## src/hdl/t4t2c_pkg.sv

```systemverilog
package t4t2c_pkg;

    // Default geometry and number format
    localparam int DIM_DEF       = 3;
    localparam int FRAC_BITS_DEF = 16;

    // Fixed field widths
    localparam int IDX_W  = 2;
    localparam int VAL_W  = 32;
    localparam int OP_W   = 2;

    // Stream payload widths (packed fields, padded to whole bytes)
    localparam int S_TDATA_W = 40;
    localparam int M_TDATA_W = 40;
    localparam int M_USED_W  = 2 * IDX_W + VAL_W;

    // Drain length after the last issued read, before the output register loads
    localparam int DP_LATENCY = 2;

    // Input item operations
    localparam logic [OP_W-1:0] OP_WR_A    = 2'd0;
    localparam logic [OP_W-1:0] OP_WR_B    = 2'd1;
    localparam logic [OP_W-1:0] OP_COMPUTE = 2'd2;

    // Controller to datapath commands
    typedef struct packed {
        logic             wr_a;
        logic             wr_b;
        logic             issue;
        logic             first;
        logic [IDX_W-1:0] row;
        logic [IDX_W-1:0] col;
        logic [IDX_W-1:0] x;
        logic [IDX_W-1:0] y;
        logic             load_out;
        logic             last_out;
    } cmd_t;

    // Datapath to controller status
    typedef struct packed {
        logic out_free;
    } status_t;

endpackage

```

## src/hdl/t4t2c_ctrl.sv

```systemverilog
module t4t2c_ctrl #(
    parameter int DIM = t4t2c_pkg::DIM_DEF
) (
    input  logic                            clk,
    input  logic                            rst_n,
    input  logic                            in_valid,
    output logic                            in_ready,
    input  logic [t4t2c_pkg::OP_W-1:0]      in_op,
    input  logic [t4t2c_pkg::IDX_W-1:0]     in_a,
    input  logic [t4t2c_pkg::IDX_W-1:0]     in_b,
    input  logic [t4t2c_pkg::IDX_W-1:0]     in_c,
    input  logic [t4t2c_pkg::IDX_W-1:0]     in_d,
    input  t4t2c_pkg::status_t              status,
    output t4t2c_pkg::cmd_t                 cmd
);

    localparam int IW = t4t2c_pkg::IDX_W;
    localparam logic [IW:0]   DIM_L  = (IW + 1)'(DIM);
    localparam logic [IW-1:0] IDX_MX = IW'(DIM - 1);
    localparam logic [1:0]    DRAIN_LAST = 2'(t4t2c_pkg::DP_LATENCY - 1);

    typedef enum logic [1:0] {
        ST_IDLE,
        ST_ISSUE,
        ST_DRAIN,
        ST_LOAD
    } state_t;

    state_t          state_reg, state_next;
    logic [IW-1:0]   row_reg, row_next;
    logic [IW-1:0]   col_reg, col_next;
    logic [IW-1:0]   x_reg, x_next;
    logic [IW-1:0]   y_reg, y_next;
    logic [1:0]      drain_reg, drain_next;

    logic accept;
    logic ab_ok;
    logic cd_ok;
    logic term_last;
    logic elem_last;

    assign in_ready  = (state_reg == ST_IDLE);
    assign accept    = in_valid && in_ready;
    assign ab_ok     = ({1'b0, in_a} < DIM_L) && ({1'b0, in_b} < DIM_L);
    assign cd_ok     = ({1'b0, in_c} < DIM_L) && ({1'b0, in_d} < DIM_L);
    assign term_last = (x_reg == IDX_MX) && (y_reg == IDX_MX);
    assign elem_last = (row_reg == IDX_MX) && (col_reg == IDX_MX);

    // Next state, counters and commands
    always_comb
    begin
        state_next = state_reg;
        row_next   = row_reg;
        col_next   = col_reg;
        x_next     = x_reg;
        y_next     = y_reg;
        drain_next = drain_reg;

        cmd          = '0;
        cmd.row      = row_reg;
        cmd.col      = col_reg;
        cmd.x        = x_reg;
        cmd.y        = y_reg;
        cmd.last_out = elem_last;
        cmd.wr_a     = accept && (in_op == t4t2c_pkg::OP_WR_A) && ab_ok && cd_ok;
        cmd.wr_b     = accept && (in_op == t4t2c_pkg::OP_WR_B) && ab_ok;

        unique case (state_reg)
            ST_IDLE:
            begin
                if (accept && (in_op == t4t2c_pkg::OP_COMPUTE))
                begin
                    row_next   = '0;
                    col_next   = '0;
                    x_next     = '0;
                    y_next     = '0;
                    state_next = ST_ISSUE;
                end
            end
            ST_ISSUE:
            begin
                cmd.issue = 1'b1;
                cmd.first = (x_reg == '0) && (y_reg == '0);
                if (y_reg == IDX_MX)
                begin
                    y_next = '0;
                    x_next = x_reg + 1'b1;
                end
                else
                begin
                    y_next = y_reg + 1'b1;
                end
                if (term_last)
                begin
                    drain_next = '0;
                    state_next = ST_DRAIN;
                end
            end
            ST_DRAIN:
            begin
                drain_next = drain_reg + 1'b1;
                if (drain_reg == DRAIN_LAST)
                begin
                    state_next = ST_LOAD;
                end
            end
            ST_LOAD:
            begin
                if (status.out_free)
                begin
                    cmd.load_out = 1'b1;
                    x_next       = '0;
                    y_next       = '0;
                    if (elem_last)
                    begin
                        state_next = ST_IDLE;
                    end
                    else
                    begin
                        state_next = ST_ISSUE;
                        if (col_reg == IDX_MX)
                        begin
                            col_next = '0;
                            row_next = row_reg + 1'b1;
                        end
                        else
                        begin
                            col_next = col_reg + 1'b1;
                        end
                    end
                end
            end
            default:
            begin
                state_next = ST_IDLE;
            end
        endcase
    end

    // Hold state and counters
    always_ff @(posedge clk or negedge rst_n)
    begin
        if (!rst_n)
        begin
            state_reg <= ST_IDLE;
            row_reg   <= '0;
            col_reg   <= '0;
            x_reg     <= '0;
            y_reg     <= '0;
            drain_reg <= '0;
        end
        else
        begin
            state_reg <= state_next;
            row_reg   <= row_next;
            col_reg   <= col_next;
            x_reg     <= x_next;
            y_reg     <= y_next;
            drain_reg <= drain_next;
        end
    end

endmodule

```

## config.mk

```make
export PLATFORM = sky130hd
export DESIGN_NAME = t4t2c_ctrl
export DESIGN_NICKNAME = d
export VERILOG_FILES = /design/src/hdl/t4t2c_pkg.sv /design/src/hdl/t4t2c_ctrl.sv
export SDC_FILE = /design/constraint.sdc
export NUM_CORES = 1
export LEC_CHECK = 0
export ABC_AREA = 1
export BUFFER_PORTS_ARGS = -buffer_cell sky130_fd_sc_hd__buf_4
export CAP_MARGIN = 20
export CORE_AREA = 5 5 44 74
export CTS_CLUSTER_DIAMETER = 100
export DETAILED_ROUTE_END_ITERATION = 6
export DIE_AREA = 0 0 49 79
export PLACE_DENSITY_LB_ADDON = 0.25
export REMOVE_ABC_BUFFERS = 1
export SKIP_LAST_GASP = 1
export SLEW_MARGIN = 20
export SYNTH_ARGS = -nofsm -noshare
export SYNTH_HDL_FRONTEND = slang
export SYNTH_SLANG_ARGS = --single-unit
```

## constraint.sdc

```tcl
create_clock -name clk -period 1.5 [get_ports clk]
set_input_delay 0.225 -clock clk [delete_from_list [all_inputs] [get_ports clk]]
set_output_delay 0.225 -clock clk [all_outputs]
set_load 0.03 [all_outputs]
```

After elaboration in Yosys (flattened, before gate mapping)
Index checks and enable logic that the tools add are counted.
{"block": "classes", "muxes": 25, "n_reduce_logical": 25, "bitwise": 0, "n_eq_ne": 17, "n_addsub": 5, "mul": 0, "shift": 0, "order_cmp": 4, "div_mod_pow": 0}
{"operator": "two-way mux 2 bit", "n": 16}
{"operator": "== test 2 bit, second input constant", "n": 7}
{"operator": "logical AND 1 bit", "n": 12}
{"operator": "inequality test 2 bit, second input constant", "n": 6}
{"operator": "one-hot mux 2 bit (2 select lines)", "n": 3}
{"operator": "one-hot mux 2 bit (3 select lines)", "n": 2}
{"operator": "AND reduction 4 bit", "n": 3}
{"operator": "adder 2 x 1 -> 2 bit, second input constant", "n": 5}
{"operator": "logical NOT 2 bit", "n": 4}
{"operator": "< comparator 2 bit, second input constant", "n": 4}
{"operator": "one-hot mux 2 bit (4 select lines)", "n": 1}
{"operator": "== test 2 x 1 -> 1 bit, second input constant", "n": 3}
{"operator": "AND reduction 5 bit", "n": 1}
{"operator": "nonzero test 2 bit", "n": 2}
{"operator": "two-way mux 1 bit", "n": 3}
{"operator": "AND reduction 3 bit", "n": 1}
{"operator": "nonzero test 3 bit", "n": 1}
{"operator": "inequality test 2 x 1 -> 1 bit, second input constant", "n": 1}
{"operator": "AND reduction 2 bit", "n": 1}
{"block": "totals", "ram_bits": 0, "romBits": 0, "word_cells": 82, "output_inout_bits": 15, "n_memories": 0, "latchBits": 0, "ff_bits": 12}

Logic depth before layout (Yosys ltp)
Gate-level depths: netlist of run 1.
{"block": "logic_depth", "depth_word": 5, "ltp_mapped": 9}

Least setup slack after synthesis of run 1
Ideal clock, no wire load.
{"block": "synth_timing", "path_kind": "flip-flop to output port", "start": "reg state_reg[0]", "end": "out cmd[12] in the netlist's numbering", "stages_incl_launch_ff": 5, "arrival_ns": 2.038, "path_buffers": 0, "required_ns": 1.275, "slack_ns": -0.763, "cell_sequence": "dfrtp_1 > inv_1 > ha_1 > nand2_1 > nor4_1"}
{"element": "from (decl)", "line_no": "t4t2c_ctrl.sv:29", "rtl": "state_t state_reg, state_next;"}
{"element": "from (signal assigned)", "line_no": "t4t2c_ctrl.sv:154", "rtl": "state_reg <= state_next;"}
{"element": "to (decl)", "line_no": "t4t2c_ctrl.sv:14", "rtl": "output t4t2c_pkg::cmd_t cmd"}

==> results.py, run 1 <==
metrics = {
    "clocking": {
        "clk_pin_slew_ns": 0.05,
        "cts_tree": "yes",
        "clockBufferDepth": 2,
        "cts_buffers": 3,
        "h-tree-depth": 1,
        "cts.sinks": 12,
        "clk_latency_ns": 0.23,
        "cts-root-buf": "clkbuf_8",
    },
    "die": {
        "core_region_area_um2": 2630,
        "die_area_um2": 3870,
        "die_x_um": 49,
        "initial_core_util": 0.327,
        "num_rows": 25,
        "io_pins": 29,
        "die_y_um": 79,
    },
    "timing": {
        "hold_viol_final": 0,
        "grt_setup_unrepaired": "yes",
        "fmax_mhz": 615,
        "slew_viol_final": 0,
        "setup_ws_ns": -0.125,
        "fin_crit_ns": 1.62,
        "setup_violations": 4,
        "post-route-period-util": 1.08,
        "clock_skew_ns": 0.00186,
        "relSlewSlack": 0.838,
        "worstMarginPinSlew_ns": 0.240,
    },
    "setup_path": {
        "cp.required_ns": 1.27,
        "critical_path_class": "register to output pin",
        "crit_path_max_fanout": 3,
        "worstPathArrival_ns": 1.40,
        "worst_setup_path_end_kind": "output pin",
        "setup.worst_path.start_class": "register",
    },
    "synth": {
        "ys_ff_latch": 12,
        "synth-edff-count": 0,
        "yosys-top-cells-area": "dfrtp_1, nand2_1, ha_1",
        "synthCells": 123,
        "synth.most_common_cell": "nand2_1",
        "synth.largest_area_cell": "dfrtp_1",
        "synthArstFlopShare": 1.00,
        "synth_top_flop_cell": "dfrtp_1",
        "syn_area_per_cell_um2": 6.98,
        "synth_top_area_share": 0.350,
        "yosysWarnings": 0,
        "synthDistinctLibCells": 17,
        "syn_area_um2": 858,
        "ys_top_cells_by_count": "nand2_1, inv_1, dfrtp_1",
        "seq_area_frac_synth": 0.350,
    },
    "power_and_ir_drop": {
        "ir_worst_vdd_uv": 1120,
        "p_comb_frac": 0.664,
        "clkPwrFrac": 0.114,
        "intPower_mw": 1.29,
        "p_leak_nw": 0.693,
        "switching_power_mw": 1.21,
        "cellPowerDensity_nw_per_um2": 1940,
        "seqPwrFrac": 0.223,
        "p_sw_frac": 0.483,
    },
    "drt": {
        "drt-pass1-iter-count": 4,
        "routedWlPerCell_um": 11.7,
        "drcViolationCount": 0,
        "final_antenna_net_count": 0,
        "avgViaCountPerCell": 4.80,
        "dr_total_vias": 908,
        "totalWireLength_um": 2210,
        "drt_iter0_drc": 13,
    },
    "final_layout": {
        "diodes": 0,
        "fin_cells": 189,
        "postLayoutCellArea_um2": 1280,
        "nets": 187,
        "nFillCells": 279,
        "layout-drive-gt1-share": 0.358,
        "area_growth_syn_to_layout_pct": 49.7,
    },
    "place": {
        "place_congestion": 0.807,
        "dp_cells": 180,
        "port_buffers": 28,
        "postPlaceCellArea_um2": 1120,
        "hpwlAfterDp_um": 1760,
    },
    "global_routing": {
        "grt_max_degree": 13,
        "antenna_found_initial": 0,
        "grt_pass1_wl_um": 3780,
        "grt_usage": 0.119,
        "grt_pass1_vias": 911,
        "overflow": 0,
    },
    "flow_run": {
        "max_cap_viol_count": 0,
    },
    "outcome": {
        "violations": "setup timing",
        "run_status": "complete, but fails checks",
    },
    "worst_hold_path": {
        "hold_class": "input pin to asynchronous set/reset pin",
    },
}
## stage by stage
stage               power [mW]  hold slack, ns  setup TNS, ns  utilization  worst slack [ns]
detailed placement        1.97          0.0743       -0.00107        0.425          -0.00107
global route              2.73           0.388         -0.511        0.489            -0.157
global placement          1.93          0.0704              0        0.425            0.0618
CTS                       2.41           0.363         -0.403        0.469            -0.110
finish                    2.50           0.361         -0.300        0.489            -0.125
floorplan                 1.51         -0.0706          -1.36            -            -0.763
## timing repair
action                                  CTS  global route
endpoints found under the setup margin    6            16
setup buffers                             4             1
endpoints found under the hold margin    12             0
hold buffers                              1             0
pin swaps                                 3             4
resized for setup                        10            10
## final timing paths
kind,startpoint,to,slack [ns],cells past startpoint
setup / recovery,state_reg[0]$_DFFE_PN0P_,cmd[12],-0.12,5
hold / removal,rst_n,y_reg[0]$_DFFE_PN0P_,0.36,2
setup reg to reg,state_reg[0]$_DFFE_PN0P_,state_reg[1]$_DFFE_PN0P_,0.10,7
hold reg to reg,drain_reg[1]$_DFFE_PN0P_,drain_reg[1]$_DFFE_PN0P_,0.49,2
max in group asynchronous,rst_n,state_reg[0]$_DFFE_PN0P_,0.97,2
min in group clk,in_valid,col_reg[0]$_DFFE_PN0P_,0.44,5
## cell families (layout without fill, tap and decap cells)
group	after synthesis	in the layout	share of synthesized area
buffers and inverters	20	59	0.0918
flip-flops	12	12	0.350
AO/OA/AOI/OAI	11	11	0.0714
AND/OR/NAND/NOR	71	71	0.356
adder cells (fa/ha/maj)	9	9	0.131
## metal layers
layer | global-route usage | vias to the layer above | wire length (um)
met3 | 0.0338 | 4 | 130
li1 | - | 462 | -
met5 | 0 | - | 0
met1 | 0.114 | 414 | 863
met2 | 0.228 | 28 | 1200
met4 | 0.0485 | 0 | 23
## power groups by stage
stage	Combinational (mW)	Sequential [mW]	Clock [mW]
after global placement	1.38	0.547	0
after CTS	1.58	0.544	0.291
after global routing	1.84	0.573	0.315
after floorplan	0.846	0.660	0
final	1.66	0.556	0.283
after detailed placement	1.41	0.559	0
## layout by cell type (no fill, tap or decap), types with 4 or more instances in the layout
cell type	n
buf_4	34
dfrtp_1	11
ha_1	4
inv_1	17
nand2_1	43
nand3_1	7
nor2_1	7
o21ai_0	6
## layout make-up
class / instances / area [um^2] / share of cell area
Clock buffer: 3 / 41.3 / 0.0321
Inverter: 19 / 71.3 / 0.0555
Multi-Input combinational cell: 91 / 549 / 0.427
Sequential cell: 12 / 302 / 0.235
Tap cell: 27 / 33.8 / 0.0263
Timing Repair Buffer: 37 / 288 / 0.224
## worst max-delay path, cell delays in order, from the launching register on
cell and delay [ns]:
dfrtp_2 0.44, inv_2 0.09, ha_4 0.14, nand2_2 0.05, nor4_1 0.24, buf_4 0.21
Note: power is estimated with default switching activity, not from simulation.
==> run 2: changes to the inputs <==
CORE_AREA = 2 2 41 71   (was 5 5 44 74)
CTS_BUF_LIST = sky130_fd_sc_hd__clkbuf_4 sky130_fd_sc_hd__clkbuf_8 sky130_fd_sc_hd__clkbuf_16   (was unset)
DIE_AREA = 0 0 43 73   (was 0 0 49 79)
==> run 2 against run 1 <==
The run still ends with setup timing left; clock power up 26%; via count is the same; global-route usage up 4.3 points; utilization rose by 2.1 points; critical path depth rose by 2; clock skew is essentially flat; sequential power is 2% lower; worst hold slack barely moved; die area decreased by 19%; flip-flop and latch count unchanged; critical path type unchanged; largest power group unchanged.
==> results.py, run 2 (synthesized netlist as in run 1, its figures left out) <==
metrics = {
    "die": {
        "die_x_um": 43,
        "die_y_um": 73,
        "core_region_area_um2": 2630,
        "num_rows": 25,
        "initial_core_util": 0.327,
        "io_pins": 29,
        "die_area_um2": 3140,
    },
    "global_routing": {
        "grt_pass1_wl_um": 3880,
        "antenna_found_initial": 0,
        "grt_pass1_vias": 938,
        "grt_usage": 0.162,
        "overflow": 0,
        "grt_max_degree": 13,
    },
    "setup_path": {
        "ff2ff_path_depth": 10,
        "critical_path_class": "register to output pin",
        "cp_slowest_cell": "dfrtp_1",
        "crit_chain": "inv_2 -> ha_4 -> nand2_4 -> a21oi_2 -> nand4_1 -> nor2_1 -> buf_4",
        "setup.worst_path.start_class": "register",
        "cp-startpoint": "state_reg[0]$_DFFE_PN0P_",
        "worst_setup_path_end_kind": "output pin",
        "cp.required_ns": 1.27,
        "critPathCapture": "cmd[13]",
        "worstPathArrival_ns": 1.39,
        "worstReg2RegStart": "state_reg[0]$_DFFE_PN0P_",
        "crit_path_max_fanout": 4,
        "rrSetupSlack_ns": 0.12,
        "critPathMaxStageDelay_ns": 0.41,
        "worst_r2r_endpoint": "state_reg[1]$_DFFE_PN0P_",
    },
    "timing": {
        "relSlewSlack": 0.836,
        "hold_viol_final": 0,
        "fmax_mhz": 619,
        "slew_viol_final": 0,
        "clock_skew_ns": 0.00221,
        "grt_setup_unrepaired": "yes",
        "setup_ws_ns": -0.114,
        "post-route-period-util": 1.08,
        "fin_crit_ns": 1.61,
        "worstMarginPinSlew_ns": 0.246,
        "setup_violations": 3,
    },
    "place": {
        "hpwlAfterDp_um": 1650,
        "place_congestion": 0.775,
        "postPlaceCellArea_um2": 1120,
        "dp_cells": 180,
        "port_buffers": 28,
    },
    "drt": {
        "dr_total_vias": 908,
        "totalWireLength_um": 2190,
        "final_antenna_net_count": 0,
        "drt_iter0_drc": 7,
        "routedWlPerCell_um": 11.4,
        "wl_met2_um": 1200,
        "top_layer": "met4",
        "avgViaCountPerCell": 4.73,
        "wl_met3_um": 119,
        "drcViolationCount": 0,
        "drt-pass1-iter-count": 3,
        "wl_met1_um": 814,
    },
    "power_and_ir_drop": {
        "ir_worst_vdd_uv": 934,
        "p_leak_nw": 0.719,
        "cellPowerDensity_nw_per_um2": 1970,
    },
    "final_layout": {
        "layout-drive-gt1-share": 0.382,
        "mostFrequentLayoutCells": "nand2_1, buf_4, inv_1",
        "fin_cells": 192,
        "layout_commonest_cell": "nand2_1",
        "nets": 189,
        "area_growth_syn_to_layout_pct": 56.3,
        "diodes": 0,
        "post-route-util": 0.510,
        "postLayoutCellArea_um2": 1340,
    },
    "clocking": {
        "cts_buffers": 3,
        "cts-root-buf": "clkbuf_8",
        "clk_pin_slew_ns": 0.05,
        "clk_latency_ns": 0.24,
        "cts.sinks": 12,
        "cts_tree": "yes",
        "h-tree-depth": 1,
        "clockBufferDepth": 2,
    },
    "flow_run": {
        "max_cap_viol_count": 0,
    },
    "outcome": {
        "violations": "setup timing",
        "run_status": "complete, but fails checks",
    },
    "worst_hold_path": {
        "hold_class": "input pin to asynchronous set/reset pin",
    },
}
-- run 2: power breakdown --
group | switching [mW] | total [mW] | internal, mW
clock | 0.123 | 0.356 | 0.232
sequential | 0.106 | 0.546 | 0.440
combinational | 1.02 | 1.74 | 0.729
total | 1.24 | 2.65 | 1.40
-- run 2: worst max-delay path, delay by kind of cell (launching register included) --
family,cells,cell delay [ns]
adder cells (fa/ha/maj),1,0.15
flip-flops,1,0.41
buffers and inverters,2,0.25
AND/OR/NAND/NOR,3,0.22
AO/OA/AOI/OAI,1,0.10
-- run 2: layout make-up --
class,instances,area [um^2]
clock buffer,4,55.1
sequential,12,300
fill,289,1290
inverter,19,71.3
tap,27,33.8
timing repair buffer,39,310
multi-input combinational,91,571
-- run 2: worst min-delay path by stage --
| stage | end | slack (ns) | cells after the start |
|---|---|---|---|
| 6_report | y_reg[1]$_DFFE_PN0P_ | 0.36 | 2 |
| 5_1_grt | x_reg[0]$_DFFE_PN0P_ | 0.38 | 2 |
| 4_1_cts | y_reg[1]$_DFFE_PN0P_ | 0.35 | 2 |
| 3_5_place_dp | y_reg[1]$_DFFE_PN0P_ | 0.08 | 1 |
| 3_3_place_gp | y_reg[0]$_DFFE_PN0P_ | 0.07 | 1 |
| 2_1_floorplan | col_reg[0]$_DFFE_PN0P_ | -0.07 | 0 |
-- run 2: timing repair --
item | in CTS | in global routing
endpoints found under the hold margin | 12 | 0
resized for setup | 15 | 12
setup buffers | 5 | 2
hold buffers | 1 | 0
setup endpoints to repair | 7 | 12
cloned | 0 | 0
pin swaps | 4 | 4
-- run 2: metal layers --
layer	track usage	vias up
met5	0	-
met3	0.0173	5
li1	-	469
met1	0.160	406
met2	0.310	28
met4	0.0976	0
-- run 2: metrics by stage --
step | hold slack [ns] | setup TNS, ns | total power [mW] | setup WS [ns]
global placement | 0.0703 | 0 | 1.92 | 0.0570
floorplan | -0.0706 | -1.36 | 1.51 | -0.763
CTS | 0.352 | -0.351 | 2.56 | -0.130
finish | 0.361 | -0.291 | 2.65 | -0.114
global route | 0.378 | -0.541 | 2.92 | -0.222
detailed placement | 0.0752 | -0.000201 | 1.96 | -0.000201
==> run 3: changes to the inputs <==
MAX_ROUTING_LAYER = met4   (was unset)
clock period = 1.8 ns   (was 1.5 ns; I/O delays follow)
==> run 3 against run 2 <==
The run now ends clean; first-iteration DRC count increased to 3.7 times the previous value; combinational power decreased by 31%; clock power decreased by 34%; cell area decreased by 11%; die area unchanged; largest power group unchanged; critical path depth unchanged; critical path type unchanged; non-clock buffer count decreased by 5; via count decreased by 2.0%; worst setup slack improved by 0.19 ns.
==> results.py, run 3 (synthesized netlist as in run 1, its figures left out) <==
metrics = {
    "clocking": {
        "cts.sinks": 12,
        "clk_pin_slew_ns": 0.05,
        "clk_latency_ns": 0.23,
        "cts-root-buf": "clkbuf_8",
        "cts_tree": "yes",
        "cts_buffers": 3,
        "clockBufferDepth": 2,
        "h-tree-depth": 1,
    },
    "timing": {
        "relSlewSlack": 0.830,
        "slew_viol_final": 0,
        "clock_skew_ns": 0.000750,
        "fin_crit_ns": 1.72,
        "worstMarginPinSlew_ns": 0.255,
        "holdWs_ns": 0.407,
        "hold_viol_final": 0,
        "setup_violations": 0,
        "tns_ns": 0,
        "fmax_mhz": 580,
        "post-route-period-util": 0.958,
        "grt_setup_unrepaired": "yes",
        "setup_ws_ns": 0.0753,
    },
    "final_layout": {
        "fin_cells": 186,
        "layout_commonest_cell": "nand2_1",
        "mostFrequentLayoutCells": "nand2_1, buf_4, inv_1",
        "nFillCells": 271,
        "nets": 184,
        "layout-drive-gt1-share": 0.289,
        "post-route-util": 0.453,
        "area_growth_syn_to_layout_pct": 38.8,
        "diodes": 0,
    },
    "die": {
        "die_area_um2": 3140,
        "initial_core_util": 0.327,
        "core_region_area_um2": 2630,
        "die_x_um": 43,
        "die_y_um": 73,
        "num_rows": 25,
        "io_pins": 29,
    },
    "setup_path": {
        "critPathBufInv": 2,
        "crit_path_max_fanout": 5,
        "critPathMaxStageDelay_ns": 0.42,
        "rrSetupSlack_ns": 0.32,
        "worstPathArrival_ns": 1.45,
        "worstReg2RegStart": "state_reg[0]$_DFFE_PN0P_",
        "ff2ff_path_depth": 7,
        "worst_r2r_endpoint": "x_reg[1]$_DFFE_PN0P_",
        "crit_chain": "inv_2 -> ha_2 -> nand2_1 -> a21oi_2 -> nand4_1 -> nor2_1 -> buf_4",
        "worst_setup_path_end_kind": "output pin",
        "cp.required_ns": 1.53,
        "setup.worst_path.start_class": "register",
        "critical_path_class": "register to output pin",
        "cp_slowest_cell": "dfrtp_1",
        "path_delay_family": "flip-flops",
    },
    "place": {
        "place_congestion": 0.792,
        "place_ws_ns": 0.256,
        "dp_cells": 179,
        "port_buffers": 28,
        "hpwlAfterDp_um": 1650,
    },
    "power_and_ir_drop": {
        "cellPowerDensity_nw_per_um2": 1600,
        "p_leak_nw": 0.669,
        "ir_worst_vdd_uv": 767,
    },
    "outcome": {
        "run_status": "finished, final reports clean",
    },
    "global_routing": {
        "grt_pass1_vias": 840,
        "grt_pass1_wl_um": 3420,
        "antenna_found_initial": 0,
        "grt_usage": 0.143,
        "grt_max_degree": 13,
        "overflow": 0,
    },
    "drt": {
        "final_antenna_net_count": 0,
        "avgViaCountPerCell": 4.78,
        "totalWireLength_um": 2020,
        "dr_total_vias": 890,
        "drt-pass1-iter-count": 4,
        "drcViolationCount": 0,
        "routedWlPerCell_um": 10.8,
        "drt_iter0_drc": 26,
    },
    "worst_hold_path": {
        "hold_class": "input pin to asynchronous set/reset pin",
    },
    "flow_run": {
        "max_cap_viol_count": 0,
    },
}
-- run 3: cell types whose count changed in the layout (fill, tap and decap cells not counted), moves of 2 or more --
cell	delta
buf_6	-4
ha_1	+4
ha_4	-3
nand2_1	+3
nand2_2	-2
-- run 3: layer usage --
| metal | track usage | part of all wire |
|---|---|---|
| met1 | 0.141 | 0.37 |
| met5 | - | 0 |
| met2 | 0.264 | 0.56 |
| met3 | 0.0272 | 0.056 |
| met4 | 0.0606 | 0.0094 |
-- run 3: stage by stage --
step | power, mW | instance area (um^2)
global route | 2.11 | 1190
floorplan | 1.25 | 851
CTS | 1.87 | 1160
detailed placement | 1.62 | 1110
finish | 1.90 | 1190
global placement | 1.59 | 1110
-- run 3: what timing repair did --
| action | 4_1_cts | 5_1_grt |
|---|---|---|
| resized for setup | 1 | 4 |
| endpoints found under the setup margin | 1 | 3 |
| hold endpoints to repair | 12 | 0 |
| setup buffers | 0 | 3 |
| hold buffers | 1 | 0 |
-- run 3: final cells by class --
cell class	count	area, um^2	share of cell area
timing repair buffer	34	258	0.216
tap	27	33.8	0.0284
multi-input combinational	91	485	0.408
inverter	19	71.3	0.0599
sequential	12	302	0.253
clock buffer	3	41.3	0.0347
-- run 3: worst max-delay path by stage --
stage / from / to / slack (ns) / cells after the start
floorplan: state_reg[0]$_DFFE_PN0P_ / cmd[12] / -0.51 / 4
global placement: state_reg[0]$_DFFE_PN0P_ / cmd[13] / 0.31 / 7
detailed placement: state_reg[0]$_DFFE_PN0P_ / cmd[13] / 0.26 / 7
CTS: state_reg[1]$_DFFE_PN0P_ / cmd[13] / 0.03 / 7
global route: state_reg[1]$_DFFE_PN0P_ / cmd[13] / -0.03 / 7
finish: state_reg[1]$_DFFE_PN0P_ / cmd[13] / 0.08 / 7
-- run 3: power breakdown --
group	internal, mW	switching [mW]
clock	0.147	0.0873
combinational	0.463	0.739
sequential	0.369	0.0979
total	0.979	0.924
